### src/hdl/rrda_pkg.sv
// Shared definitions for the round-robin disk allocator.
// Holds field widths, command, status and register codes, and the
// command and status structs between the controller and the datapath.
package rrda_pkg;

  // Field widths of the stream beats
  localparam int CMD_W      = 3;
  localparam int TSLOT_W    = 4;
  localparam int FREE_W     = 63;
  localparam int LABEL_W    = 6;
  localparam int STATUS_W   = 2;
  localparam int SLOT_OUT_W = 4;
  localparam int COUNT_W    = 5;
  localparam int IN_DATA_W  = 80;
  localparam int OUT_DATA_W = 72;

  // Configuration port
  localparam int APB_ADDR_W = 4;
  localparam int APB_DATA_W = 64;
  localparam int TIER_W     = 2;

  // Register decode uses address bit 3 (registers sit 8 bytes apart)
  localparam logic REG_MIN_FREE = 1'b0;
  localparam logic REG_TIER     = 1'b1;

  localparam logic [FREE_W-1:0] MIN_FREE_RESET = 63'd52428800;
  localparam logic [FREE_W-1:0] FREE_MAX       = {FREE_W{1'b1}};
  localparam logic [TIER_W-1:0] TIER_RESERVED  = 2'd0;

  // Commands
  localparam logic [CMD_W-1:0] CMD_MOUNT   = 3'd0;
  localparam logic [CMD_W-1:0] CMD_REPORT  = 3'd1;
  localparam logic [CMD_W-1:0] CMD_REFRESH = 3'd2;
  localparam logic [CMD_W-1:0] CMD_PICK    = 3'd3;
  localparam logic [CMD_W-1:0] CMD_ALLOC   = 3'd4;

  // Result status codes
  localparam logic [STATUS_W-1:0] ST_OK        = 2'd0;
  localparam logic [STATUS_W-1:0] ST_TOO_MANY  = 2'd1;
  localparam logic [STATUS_W-1:0] ST_NO_TARGET = 2'd2;

  // Commands from the controller to the datapath
  typedef struct packed {
    logic clear_step;
    logic load;
    logic exec;
    logic scan_run;
    logic label_use;
    logic probe_run;
    logic out_load;
  } rrda_ctl_t;

  // Status from the datapath to the controller
  typedef struct packed {
    logic clear_done;
    logic is_scan;
    logic is_alloc;
    logic alloc_none;
    logic scan_done;
    logic probe_hit;
    logic probe_miss;
    logic out_busy;
  } rrda_sts_t;

endpackage

### src/hdl/rrda_ctrl.sv
// Sequencing state machine of the round-robin disk allocator.
// Depends on rrda_pkg for the command and status structs.
module rrda_ctrl import rrda_pkg::*; (
  input  logic      clk,
  input  logic      rst,
  input  logic      s_tvalid,
  output logic      s_tready,
  input  rrda_sts_t sts,
  output rrda_ctl_t ctl
);

  typedef enum logic [6:0] {
    S_CLEAR = 7'b0000001,
    S_IDLE  = 7'b0000010,
    S_EXEC  = 7'b0000100,
    S_SCAN  = 7'b0001000,
    S_LABEL = 7'b0010000,
    S_PROBE = 7'b0100000,
    S_DONE  = 7'b1000000
  } state_t;

  state_t state, state_next;

  // State register
  always_ff @(posedge clk) begin
    if (rst) begin
      state <= S_CLEAR;
    end else begin
      state <= state_next;
    end
  end

  // Next state and commands
  always_comb begin
    state_next = state;
    ctl        = '0;
    s_tready   = 1'b0;
    case (state)
      S_CLEAR: begin
        ctl.clear_step = 1'b1;
        if (sts.clear_done) begin
          state_next = S_IDLE;
        end
      end
      S_IDLE: begin
        s_tready = 1'b1;
        if (s_tvalid) begin
          ctl.load   = 1'b1;
          state_next = S_EXEC;
        end
      end
      S_EXEC: begin
        ctl.exec = 1'b1;
        if (sts.is_scan) begin
          state_next = S_SCAN;
        end else if (sts.is_alloc && !sts.alloc_none) begin
          state_next = S_LABEL;
        end else begin
          state_next = S_DONE;
        end
      end
      S_SCAN: begin
        ctl.scan_run = 1'b1;
        if (sts.scan_done) begin
          state_next = S_DONE;
        end
      end
      S_LABEL: begin
        ctl.label_use = 1'b1;
        state_next    = S_PROBE;
      end
      S_PROBE: begin
        ctl.probe_run = 1'b1;
        if (sts.probe_hit || sts.probe_miss) begin
          state_next = S_DONE;
        end
      end
      S_DONE: begin
        if (!sts.out_busy) begin
          ctl.out_load = 1'b1;
          state_next   = S_IDLE;
        end
      end
      default: begin
        state_next = S_CLEAR;
      end
    endcase
  end

endmodule

### src/hdl/rrda_datapath.sv
// Datapath of the round-robin disk allocator: target table, free-bytes
// memory, label cursor memory, scan and probe engine and output register.
// Depends on rrda_pkg; driven by rrda_ctrl through the command struct.
module rrda_datapath import rrda_pkg::*; #(
  parameter int MAX_TARGETS = 16,
  parameter int NUM_LABELS  = 64
) (
  input  logic                  clk,
  input  logic                  rst,
  input  rrda_ctl_t             ctl,
  output rrda_sts_t             sts,
  input  logic [FREE_W-1:0]     min_free_bytes,
  input  logic [TIER_W-1:0]     tier_level,
  input  logic [CMD_W-1:0]      in_cmd,
  input  logic [TSLOT_W-1:0]    in_target_slot,
  input  logic                  in_is_primary,
  input  logic                  in_is_disabled,
  input  logic [FREE_W-1:0]     in_free_bytes,
  input  logic [LABEL_W-1:0]    in_label_index,
  input  logic                  out_ready,
  output logic                  out_valid,
  output logic [STATUS_W-1:0]   out_status,
  output logic [SLOT_OUT_W-1:0] out_slot,
  output logic [FREE_W-1:0]     out_sum,
  output logic [COUNT_W-1:0]    out_count
);

  localparam int SLOT_W = (MAX_TARGETS > 1) ? $clog2(MAX_TARGETS) : 1;
  localparam int CNT_W  = $clog2(MAX_TARGETS + 1);
  localparam int LAB_W  = (NUM_LABELS > 1) ? $clog2(NUM_LABELS) : 1;
  localparam int LABEL_VALUES = 2 ** LABEL_W;
  localparam int LENT_W = SLOT_W + 1;
  localparam logic [CNT_W-1:0] MAX_CNT  = CNT_W'(MAX_TARGETS);
  localparam logic [LAB_W-1:0] LAB_LAST = LAB_W'(NUM_LABELS - 1);

  // Captured item
  logic [CMD_W-1:0]   cmd_q;
  logic [TSLOT_W-1:0] tslot_q;
  logic               prim_q;
  logic               dis_q;
  logic [FREE_W-1:0]  fb_q;
  logic [LAB_W-1:0]   lab_q;

  // Target table and counters
  logic [MAX_TARGETS-1:0] slot_present;
  logic [MAX_TARGETS-1:0] slot_disabled;
  logic [MAX_TARGETS-1:0] free_valid;
  logic [FREE_W-1:0]      fmem [MAX_TARGETS];
  logic [CNT_W-1:0]       mounted_count;
  logic [CNT_W-1:0]       enabled_targets;
  logic [SLOT_W-1:0]      start_cursor;

  // Label cursor memory, entries hold {valid, cursor}
  logic [LENT_W-1:0] lmem [NUM_LABELS];
  logic [LENT_W-1:0] lrd_q;
  logic [LAB_W-1:0]  clr_addr;
  logic              lw_en;
  logic [LENT_W-1:0] lw_data;

  // Scan and probe engine
  logic [CNT_W-1:0]  iss_cnt;
  logic [CNT_W-1:0]  iss_lim;
  logic [SLOT_W-1:0] pd;
  logic [CNT_W-1:0]  pd_inc;
  logic [SLOT_W-1:0] raddr;
  logic              issue;
  logic              rvld_q;
  logic [SLOT_W-1:0] ridx_q;
  logic [FREE_W-1:0] rd_q;
  logic              fval_q;
  logic [FREE_W-1:0] rfree;
  logic              rpres;
  logic              rdis;
  logic [CNT_W-1:0]  rnext_inc;
  logic [SLOT_W-1:0] rnext;
  logic [SLOT_W-1:0] best_idx;
  logic [FREE_W-1:0] best_free;
  logic [FREE_W:0]   sum_wide;

  // Results
  logic [STATUS_W-1:0] res_status;
  logic [SLOT_W-1:0]   res_slot;
  logic [FREE_W-1:0]   res_sum;
  logic [CNT_W-1:0]    res_cnt;

  // Decoded operations
  logic              is_mount, is_report, is_refresh, is_pick, is_alloc;
  logic [CNT_W:0]    id_wide;
  logic [SLOT_W-1:0] id_slot;
  logic              mount_err;
  logic              mount_we;
  logic              rep_we;
  logic              usable;
  logic              refresh_act;
  logic              pick_act;
  logic              scan_fin;
  logic [LENT_W-1:0] cur_entry;

  // Label index folded onto the label range by a constant table
  logic [LAB_W-1:0] lab_map [LABEL_VALUES];
  for (genvar g = 0; g < LABEL_VALUES; g++) begin : g_lab_map
    assign lab_map[g] = LAB_W'(g % NUM_LABELS);
  end

  assign is_mount   = (cmd_q == CMD_MOUNT);
  assign is_report  = (cmd_q == CMD_REPORT);
  assign is_refresh = (cmd_q == CMD_REFRESH);
  assign is_pick    = (cmd_q == CMD_PICK);
  assign is_alloc   = (cmd_q == CMD_ALLOC);

  function automatic logic [CNT_W:0] in_prim_sel(input logic prim,
                                                 input logic [CNT_W-1:0] n);
    logic [CNT_W:0] r;
    r = prim ? '0 : ({1'b0, n} + (CNT_W + 1)'(1));
    return r;
  endfunction

  // Mount slot choice: slot zero is held back for the primary at level zero
  always_comb begin
    if (tier_level == TIER_RESERVED && !slot_present[0]) begin
      id_wide = in_prim_sel(prim_q, mounted_count);
    end else begin
      id_wide = {1'b0, mounted_count};
    end
    mount_err = (mounted_count >= MAX_CNT) || (id_wide >= (CNT_W + 1)'(MAX_TARGETS));
    id_slot   = SLOT_W'(id_wide);
  end

  assign mount_we = ctl.exec && is_mount && !mount_err;
  assign rep_we   = ctl.exec && is_report && (32'(tslot_q) < 32'(MAX_TARGETS));

  // Capture the accepted item
  always_ff @(posedge clk) begin
    if (ctl.load) begin
      cmd_q   <= in_cmd;
      tslot_q <= in_target_slot;
      prim_q  <= in_is_primary;
      dis_q   <= in_is_disabled;
      fb_q    <= in_free_bytes;
      lab_q   <= lab_map[in_label_index];
    end
  end

  // Present, disabled and free-valid bits
  always_ff @(posedge clk) begin
    if (rst) begin
      slot_present  <= '0;
      slot_disabled <= '0;
      free_valid    <= '0;
      mounted_count <= '0;
    end else begin
      if (mount_we) begin
        slot_present[id_slot]  <= 1'b1;
        slot_disabled[id_slot] <= dis_q;
        free_valid[id_slot]    <= 1'b0;
        mounted_count          <= mounted_count + CNT_W'(1);
      end else if (rep_we) begin
        free_valid[SLOT_W'(tslot_q)] <= 1'b1;
      end
    end
  end

  // Issue side of the scan and probe engine
  assign iss_lim = is_alloc ? MAX_CNT : mounted_count;
  assign issue   = (ctl.scan_run || ctl.probe_run) && (iss_cnt != iss_lim);
  assign raddr   = ctl.probe_run ? pd : SLOT_W'(iss_cnt);
  assign pd_inc  = CNT_W'(pd) + CNT_W'(1);

  always_ff @(posedge clk) begin
    if (rst) begin
      rvld_q  <= 1'b0;
      iss_cnt <= '0;
    end else begin
      rvld_q <= issue;
      if (ctl.exec || ctl.label_use) begin
        iss_cnt <= '0;
      end else if (issue) begin
        iss_cnt <= iss_cnt + CNT_W'(1);
      end
    end
  end

  always_ff @(posedge clk) begin
    if (ctl.label_use) begin
      pd <= cur_entry[SLOT_W-1:0];
    end else if (ctl.probe_run && issue) begin
      pd <= (pd_inc == mounted_count) ? '0 : SLOT_W'(pd_inc);
    end
  end

  // Free-bytes memory: one write port, one registered read port
  always_ff @(posedge clk) begin
    if (rep_we) begin
      fmem[SLOT_W'(tslot_q)] <= fb_q;
    end
    rd_q   <= fmem[raddr];
    fval_q <= free_valid[raddr];
    ridx_q <= raddr;
  end

  // Read stage: a never-reported or remounted slot reads as zero
  assign rfree     = fval_q ? rd_q : '0;
  assign rpres     = slot_present[ridx_q];
  assign rdis      = slot_disabled[ridx_q];
  assign usable    = rpres && !rdis && !(rfree < min_free_bytes);
  assign rnext_inc = CNT_W'(ridx_q) + CNT_W'(1);
  assign rnext     = (rnext_inc == mounted_count) ? '0 : SLOT_W'(rnext_inc);
  assign sum_wide  = {1'b0, res_sum} + {1'b0, rfree};

  assign refresh_act = ctl.scan_run && rvld_q && is_refresh;
  assign pick_act    = ctl.scan_run && rvld_q && is_pick;
  assign scan_fin    = (iss_cnt == iss_lim) && !rvld_q;

  // Label entry in use: a fresh label starts at the start cursor
  assign cur_entry = lrd_q[SLOT_W] ? lrd_q : {1'b1, start_cursor};

  // Label memory writes: clearing pass, first use of a label, cursor advance
  always_comb begin
    lw_en   = 1'b0;
    lw_data = cur_entry;
    if (ctl.label_use && !lrd_q[SLOT_W]) begin
      lw_en = 1'b1;
    end else if (sts.probe_hit) begin
      lw_en   = 1'b1;
      lw_data = {1'b1, rnext};
    end
  end

  always_ff @(posedge clk) begin
    if (ctl.clear_step) begin
      lmem[clr_addr] <= '0;
    end else if (lw_en) begin
      lmem[lab_q] <= lw_data;
    end
    lrd_q <= lmem[lab_q];
  end

  always_ff @(posedge clk) begin
    if (rst) begin
      clr_addr <= '0;
    end else if (ctl.clear_step && clr_addr != LAB_LAST) begin
      clr_addr <= clr_addr + LAB_W'(1);
    end
  end

  // Best-target search for the start cursor
  always_ff @(posedge clk) begin
    if (ctl.exec) begin
      best_idx  <= '0;
      best_free <= '0;
    end else if (pick_act) begin
      if (ridx_q == '0) begin
        best_free <= rpres ? rfree : '0;
      end else if (rpres && rfree > min_free_bytes && rfree > best_free) begin
        best_idx  <= ridx_q;
        best_free <= rfree;
      end
    end
  end

  // Totals and cursors kept across items
  always_ff @(posedge clk) begin
    if (rst) begin
      enabled_targets <= '0;
      start_cursor    <= '0;
    end else if (ctl.scan_run && scan_fin) begin
      if (is_refresh) begin
        enabled_targets <= res_cnt;
      end
      if (is_pick) begin
        start_cursor <= best_idx;
      end
    end
  end

  // Result fields of the item at work
  always_ff @(posedge clk) begin
    if (ctl.load) begin
      res_status <= ST_OK;
      res_slot   <= '0;
      res_sum    <= '0;
      res_cnt    <= '0;
    end else if (ctl.exec) begin
      if (is_mount) begin
        res_status <= mount_err ? ST_TOO_MANY : ST_OK;
        res_slot   <= mount_err ? '0 : id_slot;
      end else if (is_alloc && sts.alloc_none) begin
        res_status <= ST_NO_TARGET;
      end
    end else if (refresh_act) begin
      if (rpres) begin
        res_sum <= sum_wide[FREE_W] ? FREE_MAX : sum_wide[FREE_W-1:0];
        if (!rdis) begin
          res_cnt <= res_cnt + CNT_W'(1);
        end
      end
    end else if (sts.probe_hit) begin
      res_slot <= ridx_q;
    end else if (sts.probe_miss) begin
      res_status <= ST_NO_TARGET;
    end
  end

  // Output register
  always_ff @(posedge clk) begin
    if (rst) begin
      out_valid <= 1'b0;
    end else if (ctl.out_load) begin
      out_valid <= 1'b1;
    end else if (out_ready) begin
      out_valid <= 1'b0;
    end
  end

  always_ff @(posedge clk) begin
    if (ctl.out_load) begin
      out_status <= res_status;
      out_slot   <= SLOT_OUT_W'(res_slot);
      out_sum    <= res_sum;
      out_count  <= COUNT_W'(res_cnt);
    end
  end

  // Status towards the controller
  always_comb begin
    sts            = '0;
    sts.clear_done = (clr_addr == LAB_LAST);
    sts.is_scan    = is_refresh || is_pick;
    sts.is_alloc   = is_alloc;
    sts.alloc_none = (mounted_count == '0) || (enabled_targets == '0);
    sts.scan_done  = scan_fin;
    sts.probe_hit  = ctl.probe_run && rvld_q && usable;
    sts.probe_miss = ctl.probe_run && (iss_cnt == MAX_CNT) && !rvld_q;
    sts.out_busy   = out_valid && !out_ready;
  end

endmodule

### src/hdl/round_robin_disk_allocator_unit.sv
// Round-robin disk allocator, top level: stream ports, configuration
// registers and the controller and datapath instances.
// Depends on rrda_pkg, rrda_ctrl and rrda_datapath.
//
// One command beat gives exactly one result beat. After reset the block
// first clears its label cursor memory, one entry a cycle, and s_tready
// stays low until it is done (register writes are taken throughout).
// Mount, report and unknown commands, and an allocation that finds no
// mounted or no enabled target, go from the execute state straight to the
// done state. Refresh and pick-start walk as many slots as are mounted,
// from slot zero up, through the single read port of the free-bytes
// memory, one slot a cycle. Any other allocation reads the label cursor
// memory and then probes up to MAX_TARGETS slots one a cycle through the
// same port. One command is worked at a time; the next command is taken
// in the cycle after a result enters the output register, and its own
// result is held back until that register is free.
module round_robin_disk_allocator_unit import rrda_pkg::*; #(
  parameter int MAX_TARGETS = 16,
  parameter int NUM_LABELS  = 64
) (
  input  logic                  clk,
  input  logic                  rst,
  // Command stream
  input  logic                  s_tvalid,
  output logic                  s_tready,
  // target_slot[3:0], is_primary[4], is_disabled[5], free_bytes[68:6],
  // label_index[74:69], zero padding[79:75]
  input  logic [IN_DATA_W-1:0]  s_tdata,
  // cmd[2:0]
  input  logic [CMD_W-1:0]      s_tuser,
  // Result stream
  output logic                  m_tvalid,
  input  logic                  m_tready,
  // slot_out[3:0], tier_free_bytes[66:4], enabled_count[71:67]
  output logic [OUT_DATA_W-1:0] m_tdata,
  // status[1:0]
  output logic [STATUS_W-1:0]   m_tuser,
  // Configuration port
  input  logic                  psel,
  input  logic                  penable,
  input  logic                  pwrite,
  input  logic [APB_ADDR_W-1:0] paddr,
  input  logic [APB_DATA_W-1:0] pwdata,
  output logic [APB_DATA_W-1:0] prdata,
  output logic                  pready
);

  logic [FREE_W-1:0]     min_free_bytes;
  logic [TIER_W-1:0]     tier_level;
  logic                  cfg_we;
  rrda_ctl_t             ctl;
  rrda_sts_t             sts;
  logic [SLOT_OUT_W-1:0] out_slot;
  logic [FREE_W-1:0]     out_sum;
  logic [COUNT_W-1:0]    out_count;

  // Configuration registers
  assign pready = 1'b1;
  assign cfg_we = psel && penable && pwrite && pready;

  always_ff @(posedge clk) begin
    if (rst) begin
      min_free_bytes <= MIN_FREE_RESET;
      tier_level     <= '0;
    end else if (cfg_we) begin
      if (paddr[3] == REG_MIN_FREE) begin
        min_free_bytes <= pwdata[FREE_W-1:0];
      end else begin
        tier_level <= pwdata[TIER_W-1:0];
      end
    end
  end

  assign prdata = (paddr[3] == REG_TIER) ? APB_DATA_W'(tier_level)
                                         : APB_DATA_W'(min_free_bytes);

  // Sequencer
  rrda_ctrl u_ctrl (
    .clk      (clk),
    .rst      (rst),
    .s_tvalid (s_tvalid),
    .s_tready (s_tready),
    .sts      (sts),
    .ctl      (ctl)
  );

  // Tables, memories and result path
  rrda_datapath #(
    .MAX_TARGETS (MAX_TARGETS),
    .NUM_LABELS  (NUM_LABELS)
  ) u_datapath (
    .clk            (clk),
    .rst            (rst),
    .ctl            (ctl),
    .sts            (sts),
    .min_free_bytes (min_free_bytes),
    .tier_level     (tier_level),
    .in_cmd         (s_tuser),
    .in_target_slot (s_tdata[3:0]),
    .in_is_primary  (s_tdata[4]),
    .in_is_disabled (s_tdata[5]),
    .in_free_bytes  (s_tdata[68:6]),
    .in_label_index (s_tdata[74:69]),
    .out_ready      (m_tready),
    .out_valid      (m_tvalid),
    .out_status     (m_tuser),
    .out_slot       (out_slot),
    .out_sum        (out_sum),
    .out_count      (out_count)
  );

  assign m_tdata = {out_count, out_sum, out_slot};

endmodule
### config.mk
export PLATFORM = sky130hd
export DESIGN_NAME = round_robin_disk_allocator_unit
export DESIGN_NICKNAME = d
export VERILOG_FILES = /design/src/hdl/rrda_pkg.sv /design/src/hdl/rrda_ctrl.sv /design/src/hdl/rrda_datapath.sv /design/src/hdl/round_robin_disk_allocator_unit.sv
export SDC_FILE = /design/constraint.sdc
export NUM_CORES = 2
export LEC_CHECK = 0
export ABC_AREA = 1
export ABC_CLOCK_PERIOD_IN_PS = 11000
export BUFFER_PORTS_ARGS = -buffer_cell sky130_fd_sc_hd__clkbuf_2
export CORE_MARGIN = 3
export CORE_UTILIZATION = 62
export CTS_CLUSTER_DIAMETER = 150
export DETAILED_ROUTE_END_ITERATION = 6
export GPL_TIMING_DRIVEN = 1
export PLACE_DENSITY = 0.8
export SLEW_MARGIN = 0
export SYNTH_ARGS = -nofsm -noshare
export SYNTH_HDL_FRONTEND = slang
export SYNTH_SLANG_ARGS = --single-unit
### constraint.sdc
create_clock -name clk -period 11 [get_ports clk]
set_input_delay 2.2 -clock clk [delete_from_list [all_inputs] [get_ports clk]]
set_output_delay 2.2 -clock clk [all_outputs]
set_load 0.01 [all_outputs]
-- Yosys cells after proc, flatten, opt, wreduce, memory -nomap -nowiden
Memories as Yosys holds them, arrays and structs flattened. A register that Yosys moved wholly into a read port is not among the register bits.
Index checks and enable logic that the tools add are counted.
- add/subtract/negate cells: 8
- $lt $le $gt $ge: 11
- equal/unequal tests: 27
- mux-type cells: 74
- bitwise operators: 9
- reduce and logical (&&, ||, !) cells: 66
- operators with widths (cell ; number):
    2-to-1 mux 63 bit ; 6
    greater-than comparator 63 bit ; 2
    adder 63 x 63 -> 64 bit ; 1
    < comparator 63 bit ; 1
    2-to-1 mux 7 bit ; 7
    case mux 7 bit (7 select lines) ; 1
    2-to-1 mux 4 bit ; 11
    2-to-1 mux 16 bit ; 2
    OR 16 bit ; 2
    logical AND 1 bit ; 28
    2-to-1 mux 1 bit ; 28
    < comparator 4 x 5 -> 1 bit (second input constant) ; 4
    2-to-1 mux 5 bit ; 4
    2-to-1 mux 6 bit ; 3
    bitwise AND 16 bit ; 1
    bitwise mux 16 bit ; 1
    NOT 16 bit ; 1
    adder 5 x 1 -> 5 bit (second input constant) ; 3
    == test 5 bit ; 3
    binary-select mux 1 bit (select 4 bit) ; 3
    2-to-1 mux 2 bit ; 6
    nonzero test 2 bit ; 6
    adder 4 x 1 -> 5 bit (second input constant) ; 2
    logical NOT 5 bit ; 2
    other kinds (36) ; 67
- flip-flop bits (word level): 443
- bits in writable memories: 1328
- bits in read-only memories: 384
- output and inout bits: 141
- logic and storage cells: 229
- memories kept: 3
- memories (memory ; depth ; bits a word ; rd ports ; clocked after memory_dff ; write ports ; RTL line ; RTL):
    u_datapath.fmem ; 16 ; 63 ; 1 ; 1 ; 1 ; rrda_datapath.sv:48 ; logic [FREE_W-1:0] fmem [MAX_TARGETS];
    (no name shown) ; 64 ; 6 ; 1 ; 1 ; 0 ; rrda_datapath.sv:140 ; lab_q <= lab_map[in_label_index];
    u_datapath.lmem ; 64 ; 5 ; 1 ; 1 ; 1 ; rrda_datapath.sv:54 ; logic [LENT_W-1:0] lmem [NUM_LABELS];

-- Longest topological paths before layout
- word-level depth: 13
- depth in mapped cells: 25
- depth with buffers taken out: 23

-- By module
Synthesis repeated with hierarchy kept, for this count alone.
- cell total of the unflattened synthesis: 7918
- area total of the unflattened synthesis: 81300.5 µm²
- by module, submodules not included (module ; times used ; cells an instance ; area an instance (µm²)):
    rrda_datapath ; 1 ; 7276 ; 77394.2
    round_robin_disk_allocator_unit ; 1 ; 555 ; 3393.3
    rrda_ctrl ; 1 ; 87 ; 513.0

-- Worst setup path after synthesis
Ideal clock, no wire load.
- kind: input-to-reg
- from: input m_tready
- to: register u_datapath.out_count[0] (enable)
- data arrival time: 9.233 ns
- slack: 1.079 ns
- stages on the path: 2
- path buffers: 0
- cell sequence: nor2_1 nor4_1
- RTL lines (item ; RTL line ; RTL):
    from (decl) ; round_robin_disk_allocator_unit.sv:33 ; input logic m_tready,
    to (signal assigned) ; rrda_datapath.sv:320 ; out_count <= COUNT_W'(res_cnt);
    to (decl) ; rrda_datapath.sv:25 ; output logic [COUNT_W-1:0] out_count

-- Worst setup path after layout
- from: input paddr[3]
- to: output prdata[0]
- longest elaborated chain between the ends: 1
- ends and longest elaborated chain (item ; RTL line ; RTL):
    from (decl) ; round_robin_disk_allocator_unit.sv:42 ; input logic [APB_ADDR_W-1:0] paddr,
    2-to-1 mux 63 bit ; round_robin_disk_allocator_unit.sv:74 ; assign prdata = (paddr[3] == REG_TIER) ? APB_DATA_W'(tier_level)
    to (decl) ; round_robin_disk_allocator_unit.sv:44 ; output logic [APB_DATA_W-1:0] prdata,
Every way passes these cells.

==> results by group <==
Logic synthesis
  – Syn Nets: around 7,500
  – Yosys warning count: 0
  – Post-synth EDFFs: around 1,500
  – Xor and xnor area share after synthesis: 0.6255%
  – Synth Area in Adders: between 2 and 3%
  – Cell area after synthesis: 0.07842 mm2
  – Cell count after synthesis: 7,217
  – Multiplexer share of the synthesized area: 0%
  – Area share of the largest cell type after synthesis: a little under three fifths
  – #FFs+latches synth: approximately 1,800
  – Cell variety after synth: 56
  – Cell taking the most area after synthesis: edfxtp_1
  – Simple-gate share of the synthesized area: roughly an eighth
  – Post-synth top cells: 1,484 x edfxtp_1, 1,209 x nor2_1, 972 x o21ai_0
  – Most frequent cell after synthesis: edfxtp_1
  – Area contributors post-synth: edfxtp_1 57%, dfxtp_1 9.2%, o21ai_0 6.2%
  – Syn Area/Cell: between 10 and 15 um2
  – Ys flop type: edfxtp_1
  – Register area share after synthesis: ~66%
  – Compound-Gate Fraction of Synth Area: 13.87%
  – FFs w/ async S/R, synth: 0%
  – Main combinational cell family by area after synthesis: compound AO/OA/AOI/OAI gates

Die
  – Die height: 361.6 um
  – Chip width: around 360 um
  – Core Area: between 0.1 and 0.15 mm2
  – FP Rows: 129
  – # IOs: between 200 and 300
  – Die ar.: 0.1308 mm2
  – Initial Util: 62.93%

Place
  – Gpl congestion: 0.9729
  – Placed Area: about 0.081 mm2
  – Port Buf Inserts: between 200 and 300
  – HPWL after DPL: between 100 and 150 mm

Clock tree
  – Clock transition at path regs: ~0.060 ns
  – CTS max path bufs: 3
  – Clk sinks: 1,845
  – CTS tree: done
  – Worst-Skew Late Latency: between 0.8 and 0.9 ns
  – Cts repair resizes: 0
  – Postcts setup bufs: 0
  – Clock Tree Root: clkbuf_16
  – CTS H-Tree Depth: 4
  – CTS Hold Buffers Added: 0
  – Cts bufs inserted: 176

Global route
  – GRT busiest layer: met2
  – First-pass GRT wire length: around 320 mm
  – Total grt overflow: 0
  – Met2 Track Usage GR: 51.02%
  – Largest net degree at the start of global routing: 240
  – Initial antenna violation count: 4
  – Global-route usage over all layers: between 30 and 40%
  – M1 GR Usage: ~44%
  – Vias in the first global route: 55,420
  – Routing usage on met3: 6.860%

STA
  – Worst-Margin Slew: approximately 1.3 ns
  – Period utilization: around half
  – Post-layout min period: about 5.5 ns
  – RSZ-0062 raised after global routing: false
  – Final Hold Fails: 0
  – Max Clock Skew: approximately 0.052 ns
  – Setup TNS: 0 ns
  – Fmax: 180.2 MHz
  – Final setup vio count: 0
  – Max_slew headroom: between 10% and 20%
  – Slew Viols, Final: 0

Pwr
  – Pwr Density: around 160 mW/mm2
  – Leak: about 33 nW
  – Worst IR Drop VDD: about 0.00017 V

Flow run
  – Max Cap Viol: 0

Worst setup path
  – Crit path required time: 8.80 ns
  – Critical path type: input port to primary output
  – WP data arrival: 3.35 ns
  – Worst setup SP type: input port
  – Crit end category: primary output
  – Largest fanout on the critical path: 65

Outcome
  – Status: complete, but fails checks
  – Failing checks: design-rule violations

Detailed routing
  – Wirelength per Cell: around 24 um
  – Routed Antenna Nets: 0
  – Initial DRC Count: between 7,000 and 8,000
  – Via count: 57,630
  – Drc violations: 1
  – Via/cell ratio: 6.290
  – Drt pass-1 iters: 7
  – Routed WL: about 220 mm

Layout
  – Post-layout util: between 60 and 70%
  – Share of post-route cells with drive strength above 1: a little under a tenth
  – Synth-to-Final Area Change: 11.18%
  – Final net count: slightly below 8,000
  – Post-route cell area: about 0.087 mm2

Worst hold path
  – Worst hold path type: register to register
[metrics by stage]
stage | instances | setup WS [ns] | total power [mW] | hold WS (ns)
2_1_floorplan | 7217 | 1.079 | 7.736 | 0.4030
3_3_place_gp | 8828 | 5.507 | 7.815 | 0.4168
3_5_place_dp | 8828 | 5.453 | 7.821 | 0.4191
4_1_cts | 9159 | 5.455 | 13.93 | 0.4382
5_1_grt | 9159 | 5.055 | 14.22 | 0.4424
6_report | 9161 | 5.452 | 13.88 | 0.4366
[where the power goes]
part	switching (mW)	total, mW	internal (mW)
Combinational	0.137	0.198	0.0608
Sequential	0.0103	7.48	7.47
Clock	2.62	6.21	3.58
[cell type report]
cell class / count / area, um2
diodes: 2 / 5.005
clock buffers: 255 / 5066
clock inverters: 76 / 938.4
fillers: 8531 / 37420
inverters: 560 / 2131
multi-input cells: 4428 / 23200
flip-flops and latches: 1845 / 51790
well taps: 1637 / 2048
repair buffers: 358 / 2007
[worst paths after layout]
check                        start                     to  slack [ns]  depth (start not counted)
max                       paddr[3]              prdata[0]        5.45                          5
min          u_datapath.res_sum[9]  u_datapath.out_sum[9]        0.44                          0
min reg2reg  u_datapath.res_sum[9]  u_datapath.out_sum[9]        0.44                          0
max reg2reg        u_ctrl.state[3]    u_datapath.rd_q[20]        5.51                         13
[placed cells by master (no fill, tap or decap), drive strengths merged, types with 51 or more instances in the layout]
master	synthesis	routed
o21ai	1009	1009
o211ai	51	51
clkinv	4	56
clkbuf	328	542
nor2	1215	1215
nand3	266	266
o221ai	233	233
buf	56	71
nand2	704	704
edfxtp	1484	1484
dfxtp	361	361
inv	556	562
ha	171	171
a21oi	382	382
o22ai	124	124
[flip-flops by register name, indices dropped and copies added, names as in the netlist, 63 cells and up]
| name | cells |
|---|---|
| u_datapath.best_free | 63 |
| u_datapath.res_sum | 63 |
| u_datapath.fb_q | 63 |
| u_datapath.rd_q | 63 |
| min_free_bytes | 63 |
| u_datapath.lmem | 320 |
| u_datapath.out_sum | 63 |
| u_datapath.fmem | 1008 |
[logic make-up (layout without fill, tap and decap cells)]
kind of cell	after synthesis	count (layout)
AOI/OAI and AO/OA	1893	1893
xor gates and xnor gates	56	56
adders and majority gates	171	171
buffers and inverters	944	1249
DFF	1845	1845
other	2	4
and+or+nand+nor	2306	2306
[worst max-delay path, stage by stage]
cell	delay [ns]
clkbuf_2	0.07
buf_4	0.53
inv_1	0.16
o21ai_0	0.18
clkbuf_2	0.17
[per-layer routing]
layer	share of wire, %	wire length, um	up-vias
met5	0.013	27	-
met1	38	82210	27520
met3	11	24050	579
li1	-	-	26030
met2	47	100300	3498
met4	4.1	8802	4
Power figures use the tool's default switching activity.
